===== src/design/pnorm_pkg.sv =====
`timescale 1ns / 1ps
// ----------------------------------------------------------------------------
// pnorm_pkg
// Shared types, widths and codes of the two-pass peak normalizer.
// ----------------------------------------------------------------------------
package pnorm_pkg;

  // gain format: unsigned Q(GAIN_FRAC_BITS)
  localparam int GAIN_FRAC_BITS = 16;

  localparam int SAMPLE_W = 16;
  localparam int TARGET_W = 19;
  localparam int GAIN_W   = 32;
  localparam int CLIP_W   = 24;

  localparam logic [TARGET_W-1:0] TARGET_RESET = TARGET_W'(1) << GAIN_FRAC_BITS;
  localparam logic [CLIP_W-1:0]   CLIP_MAX     = '1;

  localparam logic signed [SAMPLE_W-1:0] SMP_MAX = {1'b0, {(SAMPLE_W-1){1'b1}}};
  localparam logic signed [SAMPLE_W-1:0] SMP_MIN = {1'b1, {(SAMPLE_W-1){1'b0}}};

  // gain divider: numerator is target * 2^15 at most, denominator a peak magnitude
  localparam int DIV_NUM_W = TARGET_W + SAMPLE_W - 1;
  localparam int DIV_DEN_W = SAMPLE_W;
  localparam int DIV_CNT_W = $clog2(DIV_NUM_W);

  // scale product: signed sample times unsigned gain
  localparam int PROD_W = SAMPLE_W + GAIN_W + 1;
  localparam int RND_W  = PROD_W - GAIN_FRAC_BITS;

  localparam int QUEUE_DEPTH = 4;
  localparam int QPTR_W      = $clog2(QUEUE_DEPTH);
  localparam int QCNT_W      = $clog2(QUEUE_DEPTH + 1);

  // configuration register indexes
  localparam logic REG_TARGET_GAIN = 1'b0;
  localparam logic REG_STEREO      = 1'b1;

  // item op codes
  localparam logic OP_SCAN  = 1'b0;
  localparam logic OP_SCALE = 1'b1;

  typedef enum logic [1:0] {
    KIND_SCAN,
    KIND_SCAN_RESTART,
    KIND_SCALE_GAIN,
    KIND_SCALE
  } item_kind_t;

  typedef enum logic [2:0] {
    BK_IDLE,
    BK_HIGH_START,
    BK_HIGH_WAIT,
    BK_LOW_START,
    BK_LOW_WAIT,
    BK_GAIN,
    BK_MUL,
    BK_ROUND
  } back_state_t;

  typedef struct packed {
    logic                       op;
    logic signed [SAMPLE_W-1:0] sample_left;
    logic signed [SAMPLE_W-1:0] sample_right;
  } in_item_t;

  typedef struct packed {
    logic signed [SAMPLE_W-1:0] out_left;
    logic signed [SAMPLE_W-1:0] out_right;
    logic [CLIP_W-1:0]          clipped_count;
  } out_item_t;

  typedef struct packed {
    item_kind_t                 kind;
    logic signed [SAMPLE_W-1:0] left;
    logic signed [SAMPLE_W-1:0] right;
  } queue_entry_t;

  typedef struct packed {
    logic [TARGET_W-1:0] target_gain;
    logic                stereo;
  } cfg_t;

  typedef struct packed {
    logic                 start;
    logic [DIV_NUM_W-1:0] num;
    logic [DIV_DEN_W-1:0] den;
  } div_req_t;

  typedef struct packed {
    logic                 busy;
    logic                 done;
    logic [DIV_NUM_W-1:0] quot;
  } div_rsp_t;

endpackage


===== src/design/peak_normalizer_16bit_unit.sv =====
`timescale 1ns / 1ps
// ----------------------------------------------------------------------------
// peak_normalizer_16bit_unit
// Two-pass peak normalizer for 16-bit mono or stereo samples.
// ----------------------------------------------------------------------------
// scan items: one per cycle through the back end while it is idle, no result
// scale items: one at a time, multiplied, then rounded into the result register
// first scale item of a pass adds up to two 34-step serial divisions for the gain
// a 4-entry queue keeps input transfers going while the back end is busy
// synchronous reset: peaks cleared, target gain 1.0, stereo on, no result pending
module peak_normalizer_16bit_unit (
  input  logic                                clk,
  input  logic                                rst,
  input  logic                                sample_valid,
  output logic                                sample_stall,
  input  pnorm_pkg::in_item_t                 sample,
  output logic                                result_valid,
  input  logic                                result_stall,
  output pnorm_pkg::out_item_t                result,
  input  logic                                cfg_wen,
  input  logic                                cfg_index,
  input  logic [pnorm_pkg::TARGET_W-1:0]      cfg_data
);

  pnorm_pkg::cfg_t         cfg;
  logic                    q_push;
  logic                    q_full;
  logic                    q_pop;
  logic                    q_empty;
  pnorm_pkg::queue_entry_t q_entry;
  pnorm_pkg::queue_entry_t q_head;
  pnorm_pkg::div_req_t     div_req;
  pnorm_pkg::div_rsp_t     div_rsp;

  always_ff @(posedge clk) begin
    if (rst) begin
      cfg.target_gain <= pnorm_pkg::TARGET_RESET;
      cfg.stereo      <= 1'b1;
    end else if (cfg_wen) begin
      unique case (cfg_index)
        pnorm_pkg::REG_TARGET_GAIN: cfg.target_gain <= cfg_data;
        pnorm_pkg::REG_STEREO:      cfg.stereo      <= cfg_data[0];
        default:                    cfg.stereo      <= cfg.stereo;
      endcase
    end
  end

  pnorm_front u_front (
    .clk          (clk),
    .rst          (rst),
    .sample_valid (sample_valid),
    .sample_stall (sample_stall),
    .sample       (sample),
    .q_full       (q_full),
    .q_push       (q_push),
    .q_entry      (q_entry)
  );

  pnorm_queue u_queue (
    .clk        (clk),
    .rst        (rst),
    .push       (q_push),
    .push_entry (q_entry),
    .full       (q_full),
    .pop        (q_pop),
    .empty      (q_empty),
    .head       (q_head)
  );

  pnorm_div u_div (
    .clk (clk),
    .rst (rst),
    .req (div_req),
    .rsp (div_rsp)
  );

  pnorm_back u_back (
    .clk          (clk),
    .rst          (rst),
    .cfg          (cfg),
    .q_empty      (q_empty),
    .q_head       (q_head),
    .q_pop        (q_pop),
    .div_req      (div_req),
    .div_rsp      (div_rsp),
    .result_valid (result_valid),
    .result_stall (result_stall),
    .result       (result)
  );

endmodule


===== src/design/pnorm_queue.sv =====
`timescale 1ns / 1ps
// ----------------------------------------------------------------------------
// pnorm_queue
// Short FIFO of classified items between the front and the back.
// ----------------------------------------------------------------------------
module pnorm_queue (
  input  logic                    clk,
  input  logic                    rst,
  input  logic                    push,
  input  pnorm_pkg::queue_entry_t push_entry,
  output logic                    full,
  input  logic                    pop,
  output logic                    empty,
  output pnorm_pkg::queue_entry_t head
);

  pnorm_pkg::queue_entry_t         entries [pnorm_pkg::QUEUE_DEPTH];
  logic [pnorm_pkg::QPTR_W-1:0]    wr_ptr;
  logic [pnorm_pkg::QPTR_W-1:0]    rd_ptr;
  logic [pnorm_pkg::QCNT_W-1:0]    count;

  assign full  = (count == pnorm_pkg::QCNT_W'(pnorm_pkg::QUEUE_DEPTH));
  assign empty = (count == '0);
  assign head  = entries[rd_ptr];

  always_ff @(posedge clk) begin
    if (push) begin
      entries[wr_ptr] <= push_entry;
    end
  end

  always_ff @(posedge clk) begin
    if (rst) begin
      wr_ptr <= '0;
      rd_ptr <= '0;
      count  <= '0;
    end else begin
      if (push) begin
        wr_ptr <= wr_ptr + 1'b1;
      end
      if (pop) begin
        rd_ptr <= rd_ptr + 1'b1;
      end
      if (push && !pop) begin
        count <= count + 1'b1;
      end else if (pop && !push) begin
        count <= count - 1'b1;
      end
    end
  end

endmodule


===== src/design/pnorm_front.sv =====
`timescale 1ns / 1ps
// ----------------------------------------------------------------------------
// pnorm_front
// Input side: accepts items and tags each one with what the back must do.
// ----------------------------------------------------------------------------
module pnorm_front (
  input  logic                    clk,
  input  logic                    rst,
  input  logic                    sample_valid,
  output logic                    sample_stall,
  input  pnorm_pkg::in_item_t     sample,
  input  logic                    q_full,
  output logic                    q_push,
  output pnorm_pkg::queue_entry_t q_entry
);

  // set while the last accepted item was a scale-pass item
  logic last_scale;

  assign sample_stall = q_full;
  assign q_push       = sample_valid && !q_full;

  always_comb begin
    q_entry.left  = sample.sample_left;
    q_entry.right = sample.sample_right;
    unique case (sample.op)
      pnorm_pkg::OP_SCAN: begin
        // a scan after a scale pass opens a new buffer
        q_entry.kind = last_scale ? pnorm_pkg::KIND_SCAN_RESTART : pnorm_pkg::KIND_SCAN;
      end
      pnorm_pkg::OP_SCALE: begin
        // first scale item of a pass computes the gain
        q_entry.kind = last_scale ? pnorm_pkg::KIND_SCALE : pnorm_pkg::KIND_SCALE_GAIN;
      end
      default: begin
        q_entry.kind = pnorm_pkg::KIND_SCAN;
      end
    endcase
  end

  always_ff @(posedge clk) begin
    if (rst) begin
      last_scale <= 1'b0;
    end else if (q_push) begin
      last_scale <= (sample.op == pnorm_pkg::OP_SCALE);
    end
  end

endmodule


===== src/design/pnorm_div.sv =====
`timescale 1ns / 1ps
// ----------------------------------------------------------------------------
// pnorm_div
// Restoring divider, one quotient bit per cycle, for the gain computation.
// ----------------------------------------------------------------------------
module pnorm_div (
  input  logic                clk,
  input  logic                rst,
  input  pnorm_pkg::div_req_t req,
  output pnorm_pkg::div_rsp_t rsp
);

  logic                            busy;
  logic                            done;
  logic [pnorm_pkg::DIV_CNT_W-1:0] cnt;
  logic [pnorm_pkg::DIV_NUM_W-1:0] num_q;
  logic [pnorm_pkg::DIV_DEN_W-1:0] den_q;
  logic [pnorm_pkg::DIV_DEN_W-1:0] rem;
  logic [pnorm_pkg::DIV_DEN_W:0]   trial;
  logic                            fits;

  // remainder stays below the divisor, so the shifted value fits one extra bit
  assign trial = {rem, num_q[pnorm_pkg::DIV_NUM_W-1]};
  assign fits  = (trial >= {1'b0, den_q});

  assign rsp.busy = busy;
  assign rsp.done = done;
  assign rsp.quot = num_q;

  always_ff @(posedge clk) begin
    if (req.start && !busy) begin
      num_q <= req.num;
      den_q <= req.den;
      rem   <= '0;
      cnt   <= pnorm_pkg::DIV_CNT_W'(pnorm_pkg::DIV_NUM_W - 1);
    end else if (busy) begin
      rem   <= fits ? pnorm_pkg::DIV_DEN_W'(trial - {1'b0, den_q})
                    : trial[pnorm_pkg::DIV_DEN_W-1:0];
      num_q <= {num_q[pnorm_pkg::DIV_NUM_W-2:0], fits};
      cnt   <= cnt - 1'b1;
    end
  end

  always_ff @(posedge clk) begin
    if (rst) begin
      busy <= 1'b0;
      done <= 1'b0;
    end else begin
      done <= 1'b0;
      if (req.start && !busy) begin
        busy <= 1'b1;
      end else if (busy && cnt == '0) begin
        busy <= 1'b0;
        done <= 1'b1;
      end
    end
  end

endmodule


===== src/design/pnorm_back.sv =====
`timescale 1ns / 1ps
// ----------------------------------------------------------------------------
// pnorm_back
// Execution side: peak tracking, gain computation, scaling and result register.
// ----------------------------------------------------------------------------
module pnorm_back (
  input  logic                    clk,
  input  logic                    rst,
  input  pnorm_pkg::cfg_t         cfg,
  input  logic                    q_empty,
  input  pnorm_pkg::queue_entry_t q_head,
  output logic                    q_pop,
  output pnorm_pkg::div_req_t     div_req,
  input  pnorm_pkg::div_rsp_t     div_rsp,
  output logic                    result_valid,
  input  logic                    result_stall,
  output pnorm_pkg::out_item_t    result
);

  localparam logic signed [pnorm_pkg::PROD_W-1:0] RND_HALF =
    pnorm_pkg::PROD_W'(1) << (pnorm_pkg::GAIN_FRAC_BITS - 1);
  localparam logic signed [pnorm_pkg::RND_W-1:0] R_MAX =
    pnorm_pkg::RND_W'(pnorm_pkg::SMP_MAX);
  localparam logic signed [pnorm_pkg::RND_W-1:0] R_MIN =
    pnorm_pkg::RND_W'(pnorm_pkg::SMP_MIN);

  pnorm_pkg::back_state_t state;
  pnorm_pkg::back_state_t state_next;

  logic signed [pnorm_pkg::SAMPLE_W-1:0] peak_high;
  logic signed [pnorm_pkg::SAMPLE_W-1:0] peak_low;
  logic [pnorm_pkg::GAIN_W-1:0]          scale_gain;
  logic [pnorm_pkg::DIV_NUM_W-1:0]       cand_high;
  logic [pnorm_pkg::DIV_NUM_W-1:0]       cand_low;
  logic [pnorm_pkg::CLIP_W-1:0]          clip_total;
  logic signed [pnorm_pkg::SAMPLE_W-1:0] cur_left;
  logic signed [pnorm_pkg::SAMPLE_W-1:0] cur_right;
  logic signed [pnorm_pkg::PROD_W-1:0]   prod_l;
  logic signed [pnorm_pkg::PROD_W-1:0]   prod_r;

  logic                                  restart;
  logic signed [pnorm_pkg::SAMPLE_W-1:0] base_high;
  logic signed [pnorm_pkg::SAMPLE_W-1:0] base_low;
  logic signed [pnorm_pkg::SAMPLE_W-1:0] high_l;
  logic signed [pnorm_pkg::SAMPLE_W-1:0] low_l;
  logic signed [pnorm_pkg::SAMPLE_W-1:0] peak_high_next;
  logic signed [pnorm_pkg::SAMPLE_W-1:0] peak_low_next;

  logic                                  buf_empty;
  logic                                  has_high;
  logic                                  has_low;
  logic [pnorm_pkg::DIV_NUM_W-1:0]       tgt_ext;
  logic [pnorm_pkg::DIV_DEN_W-1:0]       low_mag;
  logic [pnorm_pkg::DIV_NUM_W-1:0]       best;
  logic [pnorm_pkg::GAIN_W-1:0]          scale_gain_next;

  logic signed [pnorm_pkg::PROD_W-1:0]   v_l;
  logic signed [pnorm_pkg::PROD_W-1:0]   v_r;
  logic signed [pnorm_pkg::RND_W-1:0]    r_l;
  logic signed [pnorm_pkg::RND_W-1:0]    r_r;
  logic                                  clip_l;
  logic                                  clip_r;
  logic signed [pnorm_pkg::SAMPLE_W-1:0] o_l;
  logic signed [pnorm_pkg::SAMPLE_W-1:0] o_r;
  logic [pnorm_pkg::CLIP_W:0]            clip_sum;
  logic [pnorm_pkg::CLIP_W-1:0]          clip_total_next;
  logic                                  out_free;

  // ---- peak tracking ----
  assign restart   = (q_head.kind == pnorm_pkg::KIND_SCAN_RESTART);
  assign base_high = restart ? pnorm_pkg::SMP_MIN : peak_high;
  assign base_low  = restart ? pnorm_pkg::SMP_MAX : peak_low;
  assign high_l    = (q_head.left > base_high) ? q_head.left : base_high;
  assign low_l     = (q_head.left < base_low) ? q_head.left : base_low;
  assign peak_high_next = (cfg.stereo && q_head.right > high_l) ? q_head.right : high_l;
  assign peak_low_next  = (cfg.stereo && q_head.right < low_l) ? q_head.right : low_l;

  // ---- gain ----
  assign buf_empty = (peak_high < peak_low);
  assign has_high  = (peak_high > 0);
  assign has_low   = (peak_low != 0) && !buf_empty;
  assign tgt_ext   = pnorm_pkg::DIV_NUM_W'(cfg.target_gain);
  assign low_mag   = peak_low[pnorm_pkg::SAMPLE_W-1]
                   ? pnorm_pkg::DIV_DEN_W'(-peak_low) : pnorm_pkg::DIV_DEN_W'(peak_low);

  always_comb begin
    if (has_high && has_low) begin
      best = (cand_low < cand_high) ? cand_low : cand_high;
    end else if (has_high) begin
      best = cand_high;
    end else begin
      best = cand_low;
    end
    if (!has_high && !has_low) begin
      // all-zero or empty buffer keeps the target
      scale_gain_next = pnorm_pkg::GAIN_W'(cfg.target_gain);
    end else if (best[pnorm_pkg::DIV_NUM_W-1:pnorm_pkg::GAIN_W] != '0) begin
      scale_gain_next = '1;
    end else begin
      scale_gain_next = best[pnorm_pkg::GAIN_W-1:0];
    end
  end

  // ---- round half up and clamp ----
  assign v_l = prod_l + RND_HALF;
  assign v_r = prod_r + RND_HALF;
  assign r_l = pnorm_pkg::RND_W'(v_l >>> pnorm_pkg::GAIN_FRAC_BITS);
  assign r_r = pnorm_pkg::RND_W'(v_r >>> pnorm_pkg::GAIN_FRAC_BITS);
  assign clip_l = (r_l > R_MAX) || (r_l < R_MIN);
  assign clip_r = cfg.stereo && ((r_r > R_MAX) || (r_r < R_MIN));

  always_comb begin
    if (clip_l) begin
      o_l = r_l[pnorm_pkg::RND_W-1] ? pnorm_pkg::SMP_MIN : pnorm_pkg::SMP_MAX;
    end else begin
      o_l = r_l[pnorm_pkg::SAMPLE_W-1:0];
    end
    if (!cfg.stereo) begin
      o_r = '0;
    end else if (clip_r) begin
      o_r = r_r[pnorm_pkg::RND_W-1] ? pnorm_pkg::SMP_MIN : pnorm_pkg::SMP_MAX;
    end else begin
      o_r = r_r[pnorm_pkg::SAMPLE_W-1:0];
    end
  end

  assign clip_sum = {1'b0, clip_total} + (pnorm_pkg::CLIP_W + 1)'(clip_l)
                  + (pnorm_pkg::CLIP_W + 1)'(clip_r);
  assign clip_total_next = (clip_sum > {1'b0, pnorm_pkg::CLIP_MAX})
                         ? pnorm_pkg::CLIP_MAX : clip_sum[pnorm_pkg::CLIP_W-1:0];

  assign out_free = !result_valid || !result_stall;

  // ---- sequencer ----
  always_comb begin
    state_next = state;
    unique case (state)
      pnorm_pkg::BK_IDLE: begin
        if (!q_empty) begin
          unique case (q_head.kind)
            pnorm_pkg::KIND_SCALE_GAIN: state_next = pnorm_pkg::BK_HIGH_START;
            pnorm_pkg::KIND_SCALE:      state_next = pnorm_pkg::BK_MUL;
            default:                    state_next = pnorm_pkg::BK_IDLE;
          endcase
        end
      end
      pnorm_pkg::BK_HIGH_START: begin
        state_next = has_high ? pnorm_pkg::BK_HIGH_WAIT : pnorm_pkg::BK_LOW_START;
      end
      pnorm_pkg::BK_HIGH_WAIT: begin
        if (div_rsp.done) begin
          state_next = pnorm_pkg::BK_LOW_START;
        end
      end
      pnorm_pkg::BK_LOW_START: begin
        state_next = has_low ? pnorm_pkg::BK_LOW_WAIT : pnorm_pkg::BK_GAIN;
      end
      pnorm_pkg::BK_LOW_WAIT: begin
        if (div_rsp.done) begin
          state_next = pnorm_pkg::BK_GAIN;
        end
      end
      pnorm_pkg::BK_GAIN: begin
        state_next = pnorm_pkg::BK_MUL;
      end
      pnorm_pkg::BK_MUL: begin
        state_next = pnorm_pkg::BK_ROUND;
      end
      pnorm_pkg::BK_ROUND: begin
        if (out_free) begin
          state_next = pnorm_pkg::BK_IDLE;
        end
      end
      default: begin
        state_next = pnorm_pkg::BK_IDLE;
      end
    endcase
  end

  always_comb begin
    q_pop         = (state == pnorm_pkg::BK_IDLE) && !q_empty;
    div_req.start = 1'b0;
    div_req.num   = tgt_ext << (pnorm_pkg::SAMPLE_W - 1);
    div_req.den   = low_mag;
    unique case (state)
      pnorm_pkg::BK_HIGH_START: begin
        div_req.start = has_high;
        // 32767 * target
        div_req.num   = (tgt_ext << (pnorm_pkg::SAMPLE_W - 1)) - tgt_ext;
        div_req.den   = pnorm_pkg::DIV_DEN_W'(peak_high);
      end
      pnorm_pkg::BK_LOW_START: begin
        div_req.start = has_low;
      end
      default: begin
        div_req.start = 1'b0;
      end
    endcase
  end

  always_ff @(posedge clk) begin
    if (rst) begin
      state <= pnorm_pkg::BK_IDLE;
    end else begin
      state <= state_next;
    end
  end

  always_ff @(posedge clk) begin
    if (rst) begin
      peak_high  <= pnorm_pkg::SMP_MIN;
      peak_low   <= pnorm_pkg::SMP_MAX;
      clip_total <= '0;
    end else if (q_pop && (q_head.kind == pnorm_pkg::KIND_SCAN || restart)) begin
      peak_high <= peak_high_next;
      peak_low  <= peak_low_next;
      if (restart) begin
        clip_total <= '0;
      end
    end else if (state == pnorm_pkg::BK_ROUND && out_free) begin
      clip_total <= clip_total_next;
    end
  end

  always_ff @(posedge clk) begin
    if (q_pop) begin
      cur_left  <= q_head.left;
      cur_right <= q_head.right;
    end
    if (div_rsp.done && state == pnorm_pkg::BK_HIGH_WAIT) begin
      cand_high <= div_rsp.quot;
    end
    if (div_rsp.done && state == pnorm_pkg::BK_LOW_WAIT) begin
      cand_low <= div_rsp.quot;
    end
    if (state == pnorm_pkg::BK_GAIN) begin
      scale_gain <= scale_gain_next;
    end
    if (state == pnorm_pkg::BK_MUL) begin
      prod_l <= pnorm_pkg::PROD_W'(cur_left) * pnorm_pkg::PROD_W'($signed({1'b0, scale_gain}));
      prod_r <= pnorm_pkg::PROD_W'(cur_right) * pnorm_pkg::PROD_W'($signed({1'b0, scale_gain}));
    end
    if (state == pnorm_pkg::BK_ROUND && out_free) begin
      result.out_left      <= o_l;
      result.out_right     <= o_r;
      result.clipped_count <= clip_total_next;
    end
  end

  always_ff @(posedge clk) begin
    if (rst) begin
      result_valid <= 1'b0;
    end else if (state == pnorm_pkg::BK_ROUND && out_free) begin
      result_valid <= 1'b1;
    end else if (!result_stall) begin
      result_valid <= 1'b0;
    end
  end

`ifndef NO_ASSERTIONS
  a_pop_idle: assert property (@(posedge clk) disable iff (rst)
    q_pop |-> (state == pnorm_pkg::BK_IDLE) && !q_empty)
    else $error("queue popped outside idle");

  a_div_done: assert property (@(posedge clk) disable iff (rst)
    div_rsp.done |-> (state == pnorm_pkg::BK_HIGH_WAIT) || (state == pnorm_pkg::BK_LOW_WAIT))
    else $error("divider finished while not awaited");

  a_div_free: assert property (@(posedge clk) disable iff (rst)
    div_req.start |-> !div_rsp.busy)
    else $error("divider started while busy");

  a_clip_mono: assert property (@(posedge clk) disable iff (rst)
    !(q_pop && restart) |=> clip_total >= $past(clip_total))
    else $error("clip count dropped without a new buffer");

  a_mono_right: assert property (@(posedge clk) disable iff (rst)
    (result_valid && !cfg.stereo) |-> (result.out_right == '0))
    else $error("mono result carries a right sample");
`endif

endmodule

===== config.mk =====
export PLATFORM = sky130hd
export DESIGN_NAME = peak_normalizer_16bit_unit
export DESIGN_NICKNAME = d
export VERILOG_FILES = /design/src/design/pnorm_pkg.sv /design/src/design/peak_normalizer_16bit_unit.sv /design/src/design/pnorm_queue.sv /design/src/design/pnorm_front.sv /design/src/design/pnorm_div.sv /design/src/design/pnorm_back.sv
export SDC_FILE = /design/constraint.sdc
export NUM_CORES = 2
export LEC_CHECK = 0
export ABC_AREA = 0
export BUFFER_PORTS_ARGS = -buffer_cell sky130_fd_sc_hd__buf_2
export CAP_MARGIN = 20
export CORE_MARGIN = 4
export CORE_UTILIZATION = 60
export CTS_BUF_LIST = sky130_fd_sc_hd__clkbuf_8
export CTS_CLUSTER_SIZE = 20
export DETAILED_ROUTE_END_ITERATION = 10
export PLACE_DENSITY_LB_ADDON = 0.25
export SLEW_MARGIN = 10
export SYNTH_ARGS = -nofsm -noshare
export SYNTH_HDL_FRONTEND = slang
export SYNTH_SLANG_ARGS = --single-unit

===== constraint.sdc =====
create_clock -name clk -period 6.3 [get_ports clk]
set_clock_uncertainty 0.15 [all_clocks]
set_input_delay 0.315 -clock clk [delete_from_list [all_inputs] [get_ports clk]]
set_output_delay 0.315 -clock clk [all_outputs]
set_load 0.01 [all_outputs]

Word level (Yosys, flattened, before mapping)
Memory sizes are Yosys's and may differ from the RTL's. A register that Yosys moved wholly into a read port is not among the register bits.
Cells that the tools add are included.
{ "op_classes": {"add_sub_neg": 12, "n_mul": 2, "order_cmp": 13, "eq_ne": 17, "muxes": 47, "bitwise_logic": 2, "n_reduce_logical": 45} }
{ "ops": {"columns": ["cell", "count"], "rows": [
  ["16-bit 2-to-1 mux", 12],
  ["34-bit 2-to-1 mux", 5],
  ["49-bit by 17-bit adder with 49-bit output, second input constant", 2],
  ["16-bit by 33-bit multiplier with 49-bit output", 2],
  ["24-bit 2-to-1 mux", 4],
  ["33-bit by 16-bit > comparator with 1-bit output, second input constant", 2],
  ["33-bit by 16-bit less-than comparator with 1-bit output, second input constant", 2],
  ["50-bit 2-to-1 mux", 1],
  ["16-bit less-than comparator", 3],
  ["34-bit less-than comparator", 1],
  ["34-bit by 19-bit subtractor with 34-bit output", 1],
  ["16-bit > comparator", 2],
  ["32-bit 2-to-1 mux", 1],
  ["32-bit nonzero test", 1],
  ["24-bit by 1-bit adder with 25-bit output", 1],
  ["25-bit by 1-bit adder with 25-bit output", 1],
  ["25-bit by 24-bit > comparator with 1-bit output, second input constant", 1],
  ["3-bit case mux with 8 select lines", 1],
  ["19-bit 2-to-1 mux", 1],
  ["3-bit 2-to-1 mux", 6],
  ["17-bit by 16-bit >= comparator with 1-bit output", 1],
  ["16-bit by 1-bit > comparator with 1-bit output, second input constant", 1],
  ["1-bit logical AND", 16],
  ["16-bit negation", 1],
  ["27 further kinds", 69]
]} }
{ "word_totals": {"register_bits": 448, "ramBits": 136, "in_bits": 58, "out_inout_bits": 58, "word_cells": 167, "memories": 1} }
{ "memory_table": {"columns": ["name", "depth", "width", "read_ports", "rd_ports_with_merged_regs", "write_ports", "line_no", "rtl"], "rows": [
  ["u_queue.entries", 4, 34, 1, 1, 1, "pnorm_queue.sv:17", "pnorm_pkg::queue_entry_t entries [pnorm_pkg::QUEUE_DEPTH];"]
]} }

Depth between registers and ports, before layout
{ "logic_depth": {"depth_word": 9, "depth_mapped": 31, "depth_no_buf": 24} }

Hierarchy
From an unflattened synthesis, not the netlist that was laid out.
{ "hier_totals": {"cells_unflattened": 6059, "area_unflattened_um2": 60264.0} }
{ "modules_own_cells": {"columns": ["module", "n_inst", "cells_per_inst", "area_each_um2", "seq_area_each_um2"], "rows": [
  ["pnorm_back", 1, 5339, 49526.2, 8888.5],
  ["pnorm_queue", 1, 222, 5383.9, 4264.1],
  ["pnorm_div", 1, 368, 4070.2, 1981.9],
  ["peak_normalizer_16bit_unit", 1, 90, 969.7, 400.4],
  ["pnorm_front", 1, 40, 314.1, 20.0]
]} }

Worst setup path before layout
Ideal clock, no wire load.
{ "synth_path": {"kind": "register to register", "startpoint": "reg u_back.scale_gain[1] (netlist bit)", "endpoint": "reg u_back.prod_r[41] (netlist bit) (data pin)", "setup_ns": 0.271, "arrival_time_ns": 6.252, "required_time_ns": 5.879, "slack_ns": -0.373, "path_stages_with_launch": 22, "n_path_buf": 2, "period_less_slack_ns": 6.673, "cell_sequence": "edfxtp_1 > clkbuf_1 > clkbuf_1 > nand2_1 > fa_1 > fa_1 > inv_1 > fa_1 > inv_1 > fa_1 > fa_1 > inv_1 > fa_1 > ha_1 > or2_2 > o31a_1 > a21boi_0 > a211o_1 > and3_1 > nor2_1 > a2111oi_0 > xnor2_1"} }
{ "synth_between": {"elab_chain_cells": 1} }
{ "synth_rtl": {"columns": ["element", "line_no", "rtl"], "rows": [
  ["from (decl)", "pnorm_back.sv:32", "logic [pnorm_pkg::GAIN_W-1:0] scale_gain;"],
  ["from (signal assigned)", "pnorm_back.sv:237", "scale_gain <= scale_gain_next;"],
  ["16-bit by 33-bit multiplier with 49-bit output", "pnorm_back.sv:241", "prod_r <= pnorm_pkg::PROD_W'(cur_right) * pnorm_pkg::PROD_W'($signed({1'b0, scale_gain}));"],
  ["to (signal assigned)", "pnorm_back.sv:241", null],
  ["to (decl)", "pnorm_back.sv:39", "logic signed [pnorm_pkg::PROD_W-1:0] prod_r;"]
]} }
Every way passes these cells.
A chain may end at the register's enable or synchronous reset.

Worst setup path after layout
{ "layout_path": {"startpoint": "reg u_back.scale_gain[6] (netlist bit)", "endpoint": "reg u_back.prod_r[39] (netlist bit) (data pin)"} }
Same word-level chain as after synthesis.

==> impl_metrics.env <==
export IMPL_postRouteAntennaNets=0
export IMPL_cts_sinks=556
export IMPL_synth_yosys_seq_area_share_pct=26.3
export IMPL_drive_gt1_share_pct=15.3
export IMPL_synthTopCellsByArea="fa_1 28%, edfxtp_1 22%, ha_1 9.4%, inv_1 6.6%, nand2_1 5.3%"
export IMPL_final_cells=7816
export IMPL_violations="setup timing"
export IMPL_route_detailed_drc=0
export IMPL_cts_buffer_depth=3
export IMPL_port_buffers=115
export IMPL_die_w_um=322
export IMPL_cts_root_buffer="clkbuf_8"
export IMPL_syn_cell_area_um2=59000
export IMPL_synth_top_cell_area_share_pct=28.4
export IMPL_design_area_um2=68300
export IMPL_final_max_slew_viol_count=0
export IMPL_ys_types=83
export IMPL_antenna_found_initial=7
export IMPL_period_share_pct=106
export IMPL_syn_inst=5971
export IMPL_start_util_pct=60.8
export IMPL_dr_pass1_iters=6
export IMPL_worst_pin_slew_ns=1.23
export IMPL_htreeDepth=3
export IMPL_rows=114
export IMPL_core_um2=97100
export IMPL_clkTransAtPathRegs_ns=0.07
export IMPL_outcome="finished with violations"
export IMPL_drt_total_wl_mm=153
export IMPL_dp_hpwl_mm=118
export IMPL_rsz0062_at_grt="true"
export IMPL_utilization_pct=70.3
export IMPL_hold_viol=0
export IMPL_critPathLaunchType="flip-flop"
export IMPL_yosys_area_top_type="fa_1"
export IMPL_end_kind="flip-flop"
export IMPL_grt_pass1_vias=47000
export IMPL_yosysWarningCount=0
export IMPL_clock_latency_ns=0.74
export IMPL_relSlewSlack_pct=17.3
export IMPL_yosysMostFrequentCell="inv_1"
export IMPL_vias_per_cell=5.70
export IMPL_max_stage_delay_ns=0.57
export IMPL_fin_ws_ns=-0.388
export IMPL_place_area_um2=64100
export IMPL_dp_cells=7503
export IMPL_place_congestion=0.944
export IMPL_overflow=0
export IMPL_synth_nets=7309
export IMPL_maxCapViolations=0
export IMPL_crit_type="flip-flop to flip-flop"
export IMPL_grt_usage_pct=30.0
export IMPL_crit_arrival_ns=6.99
export IMPL_drt_wirelength_per_cell_um=19.5
export IMPL_min_period_ns=6.69
export IMPL_cts_buffers_inserted=91
export IMPL_grt_start_max_net_pins=96
export IMPL_first_iter_violations=3581
export IMPL_critical_path_most_common_cell="fa_1"
export IMPL_max_clock_freq_ghz=0.150
export IMPL_setup_tns_ns=-7.48
export IMPL_fin_nets=7797
export IMPL_vias=44500
export IMPL_grt_pass1_wl_mm=245
export IMPL_worstPathMaxFanout=10
export IMPL_hp_class="input pin to flip-flop"
export IMPL_synth_edf_count=442
export IMPL_synthTopCellsByCount="1040 x inv_1, 837 x fa_1, 830 x nand2_1"
export IMPL_die_y_um=322
export IMPL_path_cells="buf_6, clkbuf_16, buf_4, and2_1, fa_1, fa_1, fa_1, fa_1, fa_1, fa_1, ha_1, nand3_1, a21boi_2, nand3_2, and2_4, a211o_1, and3_4, buf_4, o21bai_4, buf_6, a21oi_1, xnor2_1"
export IMPL_setup_viol=38
export IMPL_dieArea_um2=103000
export IMPL_cp_slowest_cell="fa_1"
export IMPL_area_delta_synth_final_pct=15.7
export IMPL_ys_ff_latch=556
export IMPL_avgSynthCellArea_um2=9.89
export IMPL_async_flop_share_pct=0
export IMPL_cts_tree="built"
export IMPL_ys_flop_type="edfxtp_1"
export IMPL_io_pins=116
export IMPL_crit_required_ns=6.60
==> timing repair <==
| action | CTS | global route |
|---|---|---|
| cloned | 2 | 1 |
| endpoints found under the hold margin | 154 | 0 |
| gates resized for setup | 124 | 136 |
| setup buffers | 48 | 25 |
| pin swaps | 110 | 63 |
| hold buffers | 71 | 0 |
| endpoints found under the setup margin | 55 | 116 |
==> final cells by class <==
cell class	instances	area, µm²
multi-input cells	4075	39400
fillers	7034	28900
flip-flops and latches	556	15600
repair buffers	695	5990
inverters	1040	3900
well taps	1276	1600
clock buffers	96	1320
clock inverters	75	489
diodes	3	7.51
==> worst max-delay path, delay by kind of cell (launching register included) <==
kind | cells | cell delay (ns)
adders and majority gates | 7 | 3.33
AOI/OAI and AO/OA | 4 | 0.84
and+or+nand+nor | 5 | 0.76
buffers and inverters | 5 | 0.75
DFF | 1 | 0.45
xor gates and xnor gates | 1 | 0.12
==> placed cells by master, fill, tap and decap left out, types with 33 or more instances in the layout <==
cell type and instances:
nand4_1 56, o21ai_0 99, nor2_1 207, buf_2 115
dfxtp_1 113, fa_1 819, buf_6 45, xnor2_1 108
xor2_1 63, and2_1 341, buf_12 53, nor3_1 51
buf_4 407, a21oi_1 187, a21o_1 97, ha_1 427
nand2b_1 101, edfxtp_1 442, dlygate4sd3_1 71, clkbuf_8 96
nand2_1 802, inv_1 1052, nand3_1 62, mux4_2 33
==> stage by stage <==
| step | hold slack (ns) | worst slack (ns) |
|---|---|---|
| floorplan | 0.264 | -0.0409 |
| global placement | 0.299 | -0.427 |
| detailed placement | 0.310 | -0.644 |
| CTS | 0.0613 | -0.306 |
| global route | 0.120 | -0.592 |
| finish | 0.108 | -0.388 |
==> final timing paths <==
check	start	to	slack, ns	cells after the start
min reg2reg	u_div.num_q[13]$_DFFE_PP_	u_back.cand_low[13]$_DFFE_PP_	0.34	0
max reg2reg	u_back.scale_gain[6]$_DFFE_PP_	u_back.prod_r[39]$_DFFE_PP_	-0.39	22
max	u_back.scale_gain[6]$_DFFE_PP_	u_back.prod_r[39]$_DFFE_PP_	-0.39	22
min	sample_valid	u_queue.wr_ptr[1]$_SDFFE_PP0P_	0.11	4
==> logic make-up after synthesis <==
logic type / Yosys count / share of synthesized area (%)
muxes: 66 / 1.87
buffers and inverters: 1340 / 8.57
xor gates and xnor gates: 175 / 2.60
adders and majority gates: 1280 / 37.8
DFF: 556 / 26.3
AOI/OAI and AO/OA: 698 / 7.65
and+or+nand+nor: 1856 / 15.2
==> flip-flops by register name, indices dropped and copies added (netlist names), 16 cells and up, named ones only <==
| name | flops |
|---|---|
| cfg | 20 |
| u_back.cand_high | 34 |
| u_back.cand_low | 34 |
| u_back.clip_total | 24 |
| u_back.cur_left | 16 |
| u_back.cur_right | 16 |
| u_back.peak_high | 16 |
| u_back.peak_low | 16 |
| u_back.prod_l | 34 |
| u_back.prod_r | 34 |
| u_back.result | 56 |
| u_back.scale_gain | 32 |
| u_div.den_q | 16 |
| u_div.num_q | 34 |
| u_div.rem | 16 |
| u_queue.entries | 136 |
==> layer usage <==
metal	vias to the layer above	share of wire (%)	global-route usage [%]
met5	-	0.026	0
met3	453	6.8	4.84
met1	22300	39	38.0
met4	6	5.1	13.9
li1	20200	-	-
met2	1639	49	51.0
Power is not shown: default switching activity piles up to over one toggle a cycle in this logic, so the estimate is an artifact.
